### src/lbu_pkg.sv
// ----------------------------------------------------------------------------
// lbu_pkg
// Shared constants and controller/datapath interface types for the LED
// bargraph level updater.
// ----------------------------------------------------------------------------
package lbu_pkg;

    localparam int LIGHT_W  = 22;
    localparam int LEVEL_W  = 5;
    localparam int ACTION_W = 3;
    localparam int ADDR_W   = 8;

    localparam int LEVEL_DIVISOR = 2184;
    localparam int LEVEL_MAX     = 24;
    localparam int ORANGE_FROM   = 9;
    localparam int RED_FROM      = 17;

    // Divide by 2184 as (light >> 3) / 273, done with a reciprocal multiply.
    localparam int PRE_SHIFT        = 3;
    localparam int DIV_SHIFT        = 21;
    localparam int DIV_RECIP        = 7682;
    localparam int CLAMP_FROM       = (LEVEL_MAX + 1) * LEVEL_DIVISOR;
    localparam int SCALED_W         = 13;
    localparam int PROD_W           = 2 * SCALED_W;

    localparam logic [ACTION_W-1:0] ACT_GREEN     = 3'd0;
    localparam logic [ACTION_W-1:0] ACT_ORANGE    = 3'd1;
    localparam logic [ACTION_W-1:0] ACT_RED       = 3'd2;
    localparam logic [ACTION_W-1:0] ACT_CLEAR     = 3'd3;
    localparam logic [ACTION_W-1:0] ACT_BLINK_ON  = 3'd4;
    localparam logic [ACTION_W-1:0] ACT_BLINK_OFF = 3'd5;

    typedef struct packed {
        logic capture;
        logic start;
        logic emit_seg;
        logic emit_blink;
        logic commit;
    } lbu_cmd_t;

    typedef struct packed {
        logic level_up;
        logic level_down;
        logic is_max;
        logic seg_final;
        logic slot_free;
    } lbu_status_t;

endpackage

### src/lbu_datapath.sv
// ----------------------------------------------------------------------------
// lbu_datapath
// Level computation, shown level, segment cursor, address register and the
// command word output register.
// ----------------------------------------------------------------------------
module lbu_datapath (
    input  logic                         clk,
    input  logic                         rst_n,
    input  logic [lbu_pkg::LIGHT_W-1:0]  light_level,
    input  logic                         cfg_write_en,
    input  logic [lbu_pkg::ADDR_W-1:0]   cfg_write_data,
    input  lbu_pkg::lbu_cmd_t            cmd,
    output lbu_pkg::lbu_status_t         status,
    output logic                         cmd_valid,
    input  logic                         cmd_ready,
    output logic [lbu_pkg::ACTION_W-1:0] action,
    output logic [lbu_pkg::LEVEL_W-1:0]  segment,
    output logic [lbu_pkg::ADDR_W-1:0]   bus_address,
    output logic                         last
);
    import lbu_pkg::*;

    logic [LEVEL_W-1:0]  level_reg;
    logic [LEVEL_W-1:0]  shown_reg;
    logic [LEVEL_W-1:0]  cur_reg;
    logic [ADDR_W-1:0]   addr_reg;
    logic                valid_reg;
    logic [ACTION_W-1:0] action_reg;
    logic [LEVEL_W-1:0]  segment_reg;
    logic                last_reg;

    logic [SCALED_W-1:0] scaled;
    logic [PROD_W-1:0]   prod;
    logic [LEVEL_W-1:0]  quot;
    logic                over;
    logic [LEVEL_W-1:0]  level_next;
    logic [LEVEL_W-1:0]  seg_end;
    logic [ACTION_W-1:0] seg_action;
    logic                up;
    logic                down;
    logic                slot_free;

    assign scaled = light_level[PRE_SHIFT+SCALED_W-1:PRE_SHIFT];
    assign prod   = PROD_W'(scaled) * PROD_W'(DIV_RECIP);
    assign quot   = prod[DIV_SHIFT+LEVEL_W-1:DIV_SHIFT];
    assign over   = light_level >= LIGHT_W'(CLAMP_FROM);

    always_comb
    begin
        if (over)
            level_next = LEVEL_W'(LEVEL_MAX);
        else if (quot == '0)
            level_next = LEVEL_W'(1);
        else
            level_next = quot;
    end

    assign up        = level_reg > shown_reg;
    assign down      = level_reg < shown_reg;
    assign seg_end   = up ? level_reg : level_reg + LEVEL_W'(1);
    assign slot_free = !valid_reg || cmd_ready;

    always_comb
    begin
        if (down)
            seg_action = ACT_CLEAR;
        else if (cur_reg < LEVEL_W'(ORANGE_FROM))
            seg_action = ACT_GREEN;
        else if (cur_reg < LEVEL_W'(RED_FROM))
            seg_action = ACT_ORANGE;
        else
            seg_action = ACT_RED;
    end

    assign status.level_up   = up;
    assign status.level_down = down;
    assign status.is_max     = level_reg == LEVEL_W'(LEVEL_MAX);
    assign status.seg_final  = cur_reg == seg_end;
    assign status.slot_free  = slot_free;

    always_ff @(posedge clk or negedge rst_n)
    begin
        if (!rst_n)
        begin
            shown_reg <= LEVEL_W'(1);
            addr_reg  <= '0;
            valid_reg <= 1'b0;
        end
        else
        begin
            if (cmd.commit)
                shown_reg <= level_reg;
            if (cfg_write_en)
                addr_reg <= cfg_write_data;
            if (cmd.emit_seg || cmd.emit_blink)
                valid_reg <= 1'b1;
            else if (cmd_ready)
                valid_reg <= 1'b0;
        end
    end

    always_ff @(posedge clk)
    begin
        if (cmd.capture)
            level_reg <= level_next;
        if (cmd.start)
            cur_reg <= up ? shown_reg + LEVEL_W'(1) : shown_reg;
        else if (cmd.emit_seg)
            cur_reg <= up ? cur_reg + LEVEL_W'(1) : cur_reg - LEVEL_W'(1);
        if (cmd.emit_seg)
        begin
            action_reg  <= seg_action;
            segment_reg <= cur_reg;
            last_reg    <= 1'b0;
        end
        else if (cmd.emit_blink)
        begin
            action_reg  <= status.is_max ? ACT_BLINK_ON : ACT_BLINK_OFF;
            segment_reg <= '0;
            last_reg    <= 1'b1;
        end
    end

    assign cmd_valid   = valid_reg;
    assign action      = action_reg;
    assign segment     = segment_reg;
    assign bus_address = addr_reg;
    assign last        = last_reg;

endmodule

### src/lbu_controller.sv
// ----------------------------------------------------------------------------
// lbu_controller
// Sequences one light word: capture, set up the cursor, walk the segment
// commands, then the closing blink command unless the level stays at max.
// ----------------------------------------------------------------------------
module lbu_controller (
    input  logic                 clk,
    input  logic                 rst_n,
    input  logic                 light_valid,
    output logic                 light_ready,
    input  lbu_pkg::lbu_status_t status,
    output lbu_pkg::lbu_cmd_t    cmd
);
    import lbu_pkg::*;

    typedef enum logic [3:0] {
        ST_IDLE  = 4'b0001,
        ST_CALC  = 4'b0010,
        ST_SEG   = 4'b0100,
        ST_BLINK = 4'b1000
    } state_t;

    state_t state_reg;
    state_t state_next;

    always_comb
    begin
        state_next      = state_reg;
        cmd             = '0;
        light_ready     = 1'b0;
        case (state_reg)
            ST_IDLE:
            begin
                light_ready = 1'b1;
                if (light_valid)
                begin
                    cmd.capture = 1'b1;
                    state_next  = ST_CALC;
                end
            end
            ST_CALC:
            begin
                cmd.start = 1'b1;
                if (status.level_up || status.level_down)
                    state_next = ST_SEG;
                else if (!status.is_max)
                    state_next = ST_BLINK;
                else
                begin
                    cmd.commit = 1'b1;
                    state_next = ST_IDLE;
                end
            end
            ST_SEG:
            begin
                if (status.slot_free)
                begin
                    cmd.emit_seg = 1'b1;
                    if (status.seg_final)
                        state_next = ST_BLINK;
                end
            end
            ST_BLINK:
            begin
                if (status.slot_free)
                begin
                    cmd.emit_blink = 1'b1;
                    cmd.commit     = 1'b1;
                    state_next     = ST_IDLE;
                end
            end
            default:
            begin
                state_next = ST_IDLE;
            end
        endcase
    end

    always_ff @(posedge clk or negedge rst_n)
    begin
        if (!rst_n)
            state_reg <= ST_IDLE;
        else
            state_reg <= state_next;
    end

endmodule

### src/led_bargraph_level_updater.sv
// ----------------------------------------------------------------------------
// led_bargraph_level_updater
// Turns light level words into bargraph driver command words.
// ----------------------------------------------------------------------------
// Usage:
//   Light channel: light_valid / light_ready carry light_level. A word is
//   taken only when the previous one has produced all its commands.
//   Command channel: cmd_valid / cmd_ready carry action, segment,
//   bus_address and last; last marks the final command of a light word.
//   cfg_write_en / cfg_write_data load the driver bus address at any edge;
//   write it only while no light word is in flight.
// Timing:
//   The light word is captured and its level divided in the IDLE state, the
//   cursor is set up in CALC, then one command word per cycle while cmd_ready
//   stays high, emitted by the controller into a single output register. The
//   first command is registered from SEG or BLINK, after the CALC state.
// Reset: bus address clears to 0, the shown level returns to 1 and no
//   command is pending. A stalled receiver holds the output register and
//   the sequence pauses until it is taken.
// ----------------------------------------------------------------------------
module led_bargraph_level_updater (
    input  logic                         clk,
    input  logic                         rst_n,
    input  logic                         light_valid,
    output logic                         light_ready,
    input  logic [lbu_pkg::LIGHT_W-1:0]  light_level,
    input  logic                         cfg_write_en,
    input  logic [lbu_pkg::ADDR_W-1:0]   cfg_write_data,
    output logic                         cmd_valid,
    input  logic                         cmd_ready,
    output logic [lbu_pkg::ACTION_W-1:0] action,
    output logic [lbu_pkg::LEVEL_W-1:0]  segment,
    output logic [lbu_pkg::ADDR_W-1:0]   bus_address,
    output logic                         last
);
    import lbu_pkg::*;

    lbu_cmd_t    cmd;
    lbu_status_t status;

    lbu_controller u_controller (
        .clk         (clk),
        .rst_n       (rst_n),
        .light_valid (light_valid),
        .light_ready (light_ready),
        .status      (status),
        .cmd         (cmd)
    );

    lbu_datapath u_datapath (
        .clk            (clk),
        .rst_n          (rst_n),
        .light_level    (light_level),
        .cfg_write_en   (cfg_write_en),
        .cfg_write_data (cfg_write_data),
        .cmd            (cmd),
        .status         (status),
        .cmd_valid      (cmd_valid),
        .cmd_ready      (cmd_ready),
        .action         (action),
        .segment        (segment),
        .bus_address    (bus_address),
        .last           (last)
    );

    a_busy_after_accept: assert property (@(posedge clk) disable iff (!rst_n)
        light_valid && light_ready |=> !light_ready)
        else $error("light word accepted while busy");

    a_blink_segment_zero: assert property (@(posedge clk) disable iff (!rst_n)
        cmd_valid && (action == ACT_BLINK_ON || action == ACT_BLINK_OFF)
        |-> segment == '0)
        else $error("blink command with nonzero segment");

    a_last_is_blink: assert property (@(posedge clk) disable iff (!rst_n)
        cmd_valid && last |-> (action == ACT_BLINK_ON || action == ACT_BLINK_OFF))
        else $error("last flag on a segment command");

    a_segment_range: assert property (@(posedge clk) disable iff (!rst_n)
        cmd_valid && !last |-> segment != '0 && segment <= LEVEL_W'(LEVEL_MAX))
        else $error("segment command out of range");

endmodule

### config.mk
export PLATFORM = sky130hd
export DESIGN_NAME = led_bargraph_level_updater
export DESIGN_NICKNAME = d
export VERILOG_FILES = /design/src/lbu_pkg.sv /design/src/lbu_datapath.sv /design/src/lbu_controller.sv /design/src/led_bargraph_level_updater.sv
export SDC_FILE = /design/constraint.sdc
export NUM_CORES = 1
export LEC_CHECK = 0
export ABC_AREA = 1
export BUFFER_PORTS_ARGS = -buffer_cell sky130_fd_sc_hd__buf_2
export CORE_ASPECT_RATIO = 0.9
export CORE_MARGIN = 8
export CORE_UTILIZATION = 48
export CTS_CLUSTER_SIZE = 14
export DETAILED_ROUTE_END_ITERATION = 10
export GPL_ROUTABILITY_DRIVEN = 0
export PLACE_DENSITY_LB_ADDON = 0.1
export REMOVE_ABC_BUFFERS = 1
export SLEW_MARGIN = 20
export SYNTH_ARGS = -nofsm -noshare
export SYNTH_HDL_FRONTEND = slang
export SYNTH_SLANG_ARGS = --single-unit
### constraint.sdc
create_clock -name clk -period 2.61 [get_ports clk]
set_clock_uncertainty 0.2 [all_clocks]
set_input_delay 0 -clock clk [delete_from_list [all_inputs] [get_ports clk]]
set_output_delay 0 -clock clk [all_outputs]
set_load 0.005 [all_outputs]
---- Word-level counts from Yosys, hierarchy flattened ----
Index checks and enable logic that the tools add are counted.
W data, S select, Z words.
operators by class
  reductions and logical operators ........ 10
  equal/unequal tests ..................... 10
  add/sub/neg operators ................... 4
  $mul .................................... 1
  muxes and demuxes ....................... 34
  $lt $le $gt $ge ......................... 5
operator list
  kind                      count
  $mux W5                   8
  $mul A13 B12 Y25 const B  1
  $mux W4                   6
  $ge A22 B16 Y1 const B    1
  $pmux W4 S4               1
  $add A5 B1 Y5 const B     3
  $mux W1                   12
  $mux W3                   4
  $reduce_bool A2 Y1        3
  $eq A5 B5 Y1              1
  $eq A5 B5 Y1 const B      1
  $gt A5 B5 Y1              1
  $logic_not A5 Y1          1
  $lt A5 B4 Y1 const B      1
  $lt A5 B5 Y1              1
  $lt A5 B5 Y1 const B      1
  $sub A5 B1 Y5 const B     1
  $eq A4 B1 Y1 const B      1
  $eq A4 B2 Y1 const B      1
  $eq A4 B3 Y1 const B      1
  $eq A4 B4 Y1 const B      1
  $mux W2                   2
  $ne A2 B1 Y1 const B      2
  $ne A2 B2 Y1 const B      2
  other kinds (5)           7
word-level totals
  output and inout port bits .............. 19
  input port bits ......................... 35
  bits in registers ....................... 37
  word-level logic and storage cells ...... 74

---- Depth between registers and ports, before layout ----
  depth after elaboration ................. 6
  mapped depth ............................ 20
  gate-level depth less buffers ........... 20

---- By module ----
A second synthesis with hierarchy kept.
second synthesis, totals
  cells, all modules ...................... 492
  area, all modules ....................... 4,159.0 sq um
by module, submodules not included
  module          sequential area each (sq um)  cells an instance  area an instance (sq um)  times used
  lbu_datapath    912.1                         445                3,862.5                   1
  lbu_controller  101.3                         47                 296.5                     1

---- Worst setup path after synthesis ----
Ideal clock, no wire load.
  path type ............................... input port to flip-flop
  start point ............................. input port light_level[4] in the netlist's numbering
  end point ............................... register u_datapath.level_reg[1] (data pin)
  cell stages on the path ................. 19
  arrival time ............................ 3,282 ps
  slack ................................... -1,123 ps
  library setup time ...................... 252 ps
  path buffers ............................ 0
  data required time ...................... 2,158 ps
  cell sequence ........................... inv_1 > fa_1 > inv_1 > fa_1 > ha_1 > fa_1 > ha_1 > ha_1 > a21oi_1 > o21a_1 > nand2_1 > nand2_1 > nand2_1 > nand2_1 > nand2_1 > nor2_1 > nand3_1 > nand2_1 > nor2_1
between the ends
  word-level cells in the longest chain between the ends .. 3
  elaborated cells on any way between the ends .. 4
  those cells by class .................... mul: 1; order compare: 1; reduce/logical: 2
ends and longest elaborated chain
  item                        line                              RTL
  start, declared             led_bargraph_level_updater.sv:26  input logic [lbu_pkg::LIGHT_W-1:0] light_level,
  $mul A13 B12 Y25            lbu_datapath.sv:44                assign prod = PROD_W'(scaled) * PROD_W'(DIV_RECIP);
  $logic_not A5 Y1            lbu_datapath.sv:52                else if (quot == '0)
  $reduce_or A2 Y1 (no line)  --
  end signal, assigned        lbu_datapath.sv:105               level_reg <= level_next;
  end, declared               lbu_datapath.sv:23                logic [LEVEL_W-1:0] level_reg;
Several ways; a longest one is shown, not always the timed one.
A chain may end at the register's enable or synchronous reset.

---- Worst setup path after layout ----
  start point ............................. input port light_level[10] in the netlist's numbering
  end point ............................... register u_datapath.level_reg[1] (data pin)
Same word-level chain as after synthesis.

==> results.yml <==
outcome:
  status: "finished with violations"
  violations: "setup timing"
synth:
  synthFlopType: "edfxtp_1"
  syn_avg_cell_area_um2: 8.67
  ys_types: 39
  netlist.area_leader.share: 0.235
  async_flop_share: 0.486
  yosysSeqAreaShare: 0.247
  syn-instance-count: 473
  synth_warnings: 0
  yosys.area.top_type: "ha_1"
  synth_area_mm2: 0.00410
  synth_edf_count: 18
  ys_ff_latch: 37
  synthTopCellsByArea: "ha_1 (23%), edfxtp_1 (13%), fa_1 (12%)"
sta:
  fmax_mhz: 278
  hold_viol: 0
  maxSlewHeadroom: 0.478
  hold_slack_ns: 0.0368
  slew_viol_final: 0
  setup_viol: 5
  fin_crit_sh: 1.38
  rsz0062_at_grt: "true"
  fin_ws_ns: -0.982
  period_minus_slack_ns: 3.59
  tightest_slew_ns: 0.781
global_route:
  grt_pass1_wl_mm: 16.5
  antenna_found_initial: 0
  grt_pass1_vias: 3680
  gr-usage-all-layers: 0.171
  grt_max_degree: 17
  grt_overflow: 0
place:
  pre_cts_slack_ns: -1.52
  dpl.hpwl_mm: 7.88
  io_buffers: 50
floorplan:
  die_w_um: 113
  core_mm2: 0.00845
  start_util: 0.485
  ios: 54
  die_area_mm2: 0.0118
  die_h_um: 104
  std_cell_rows: 32
drt:
  wl_mm: 10.9
  ant_nets: 0
  drt_iter0_drc: 81
  vias: 3680
  wire_per_inst_um: 14.7
  drt-pass1-iter-count: 4
  remaining_drc_errors: 0
  routed_via_density: 4.97
cells_and_area:
  largest_reg_flops: 8
  syn_to_final_growth_pct: 47.1
  fin_util: 0.714
  drive_above_1_share: 0.399
  n_antenna_cell: 0
  layout.nets: 758
cts:
  cts.sinks: 37
  cts_tree: "built"
  cts-root-buf: "clkbuf_8"
  cts.path.max_buffers: 2
  clk_pin_slew_ns: 0.07
  clk_latency_ns: 0.30
  cts_buffers: 5
  htree_levels: 2
worst_setup_path:
  worstSetupStartpointType: "primary input"
  required_ns: 2.47
  reg2reg_depth: 12
  path_class: "primary input to register"
  arrival_ns: 3.45
  crit_fanout: 4
  cp_slowest_stage_delay_ns: 0.52
  critPathTopFamily: "adder cells"
  crit_buf_inv: 3
  cp_cell_sequence: "buf_2, inv_4, fa_1, fa_1, inv_1, ha_1, ha_4, ha_4, ha_4, a21oi_1, o21ai_0, a21oi_1, nand2_1, nand2_1, nand2_1, nor2_1, nand3_2, nand2_2, nor2_1"
  crit_path_top_delay_cell: "fa_1"
  crit_path_end_kind: "register"
  crit_cells: 19
power:
  peakVddDrop_v: 0.000598
  p_leak_nw: 2.86
  power_frac_seq: 0.163
  p_sw_frac: 0.456
  internal_power_mw: 3.46
  power_frac_comb: 0.775
  p_clk_frac: 0.061
  p_total_mw: 6.36
  p_sw_mw: 2.90
  powerDensity_mw_per_mm2: 1050
min_path:
  hold_class: "primary input to asynchronous set/reset pin"
job:
  drv_cap: 0
[timing repair]
action	4_1_cts	5_1_grt
gates resized for setup	52	68
pin swaps	32	32
cloned	0	1
hold buffers	22	0
setup endpoints to repair	7	12
setup buffers	1	5
hold endpoints to repair	30	0
[layout make-up]
cell class / count / area, um^2
inverters: 80 / 313
repair buffers: 142 / 1030
flip-flops and latches: 37 / 1010
well taps: 119 / 149
multi-input cells: 355 / 3450
fillers: 623 / 2410
clock inverters: 2 / 10.0
clock buffers: 6 / 72.6
[cells in the final DEF (no fill, tap or decap), types with 2 or more instances in the layout]
master,n
a21oi_2,11
nand2_8,2
nor3_1,5
clkinv_2,2
dfstp_2,2
o21ai_0,20
fa_2,3
dlygate4sd3_1,22
nand3b_1,2
edfxtp_1,18
a21oi_4,2
xor2_1,9
ha_1,40
o31ai_1,3
nand4_1,4
xnor2_1,3
buf_4,65
inv_4,5
nand2_1,72
o21a_1,2
inv_1,64
inv_2,10
nor2_1,28
fa_1,22
nor2_2,5
ha_4,37
a21oi_1,14
nand3_1,21
nand2_4,3
nand3_2,8
clkbuf_8,5
buf_6,6
buf_2,48
mux2_2,8
nand2_2,19
dfrtp_1,16
[metrics by stage]
stage | cells | cell area, um^2 | TNS (ns)
floorplan | 471 | 4080 | -5.07
global placement | 704 | 4960 | -6.91
detailed placement | 704 | 4960 | -7.33
CTS | 735 | 5540 | -4.72
global route | 741 | 6030 | -5.98
finish | 741 | 6030 | -4.56
[cells by family after synthesis]
group | after synthesis | synth area share
flops | 37 | 0.247
xor+xnor | 12 | 0.0256
simple gates | 174 | 0.192
compound gates | 58 | 0.0772
buf+inv | 82 | 0.0790
mux | 8 | 0.0220
fa+ha+maj | 102 | 0.357
[power by group through the flow]
stage	Combinational [mW]	Clock (mW)	Sequential (mW)
detailed placement	3.44	0	1.03
CTS	3.95	0.395	1.03
finish	4.93	0.389	1.04
global route	5.44	0.414	1.06
floorplan	2.21	0	1.02
global placement	3.35	0	1.02
[layer usage]
layer	vias to the layer above	track usage	routed length, um
met1	1727	0.185	4280
met4	0	0.0589	259
li1	1861	-	-
met5	-	0	0
met3	17	0.0255	345
met2	75	0.326	6030
[synth_stat cells, types with 2 or more instances]
cell type and n:
edfxtp_1 18, o21a_1 2, mux2_2 8, fa_1 25, o31ai_1 3, nand3b_1 2, inv_1 79, nand2_2 5
dfstp_2 2, nand4_1 4, nor2_1 31, xnor2_1 3, nand3_1 28, o21ai_0 20, dfrtp_1 16, nor2_2 2
nand2_1 89, ha_1 77, xor2_1 9, a21oi_1 26, o21bai_1 2, nor3_1 5
[worst paths after layout]
| check | from | slack (ns) | endpoint |
|---|---|---|---|
| min reg2reg | u_datapath.last | 0.27 | u_datapath.last |
| max reg2reg | u_datapath.level_reg[2] | 0.01 | u_datapath.cur_reg[4] |
| min in group clk | light_level[9] | 0.21 | u_datapath.level_reg[4] |
| max in group asynchronous | rst_n | 0.97 | u_datapath.bus_address[6] |
| min | rst_n | 0.04 | u_datapath.shown_reg[0] |
| max | light_level[10] | -0.98 | u_datapath.level_reg[1] |
No activity file was read; power rests on OpenSTA's default activity.
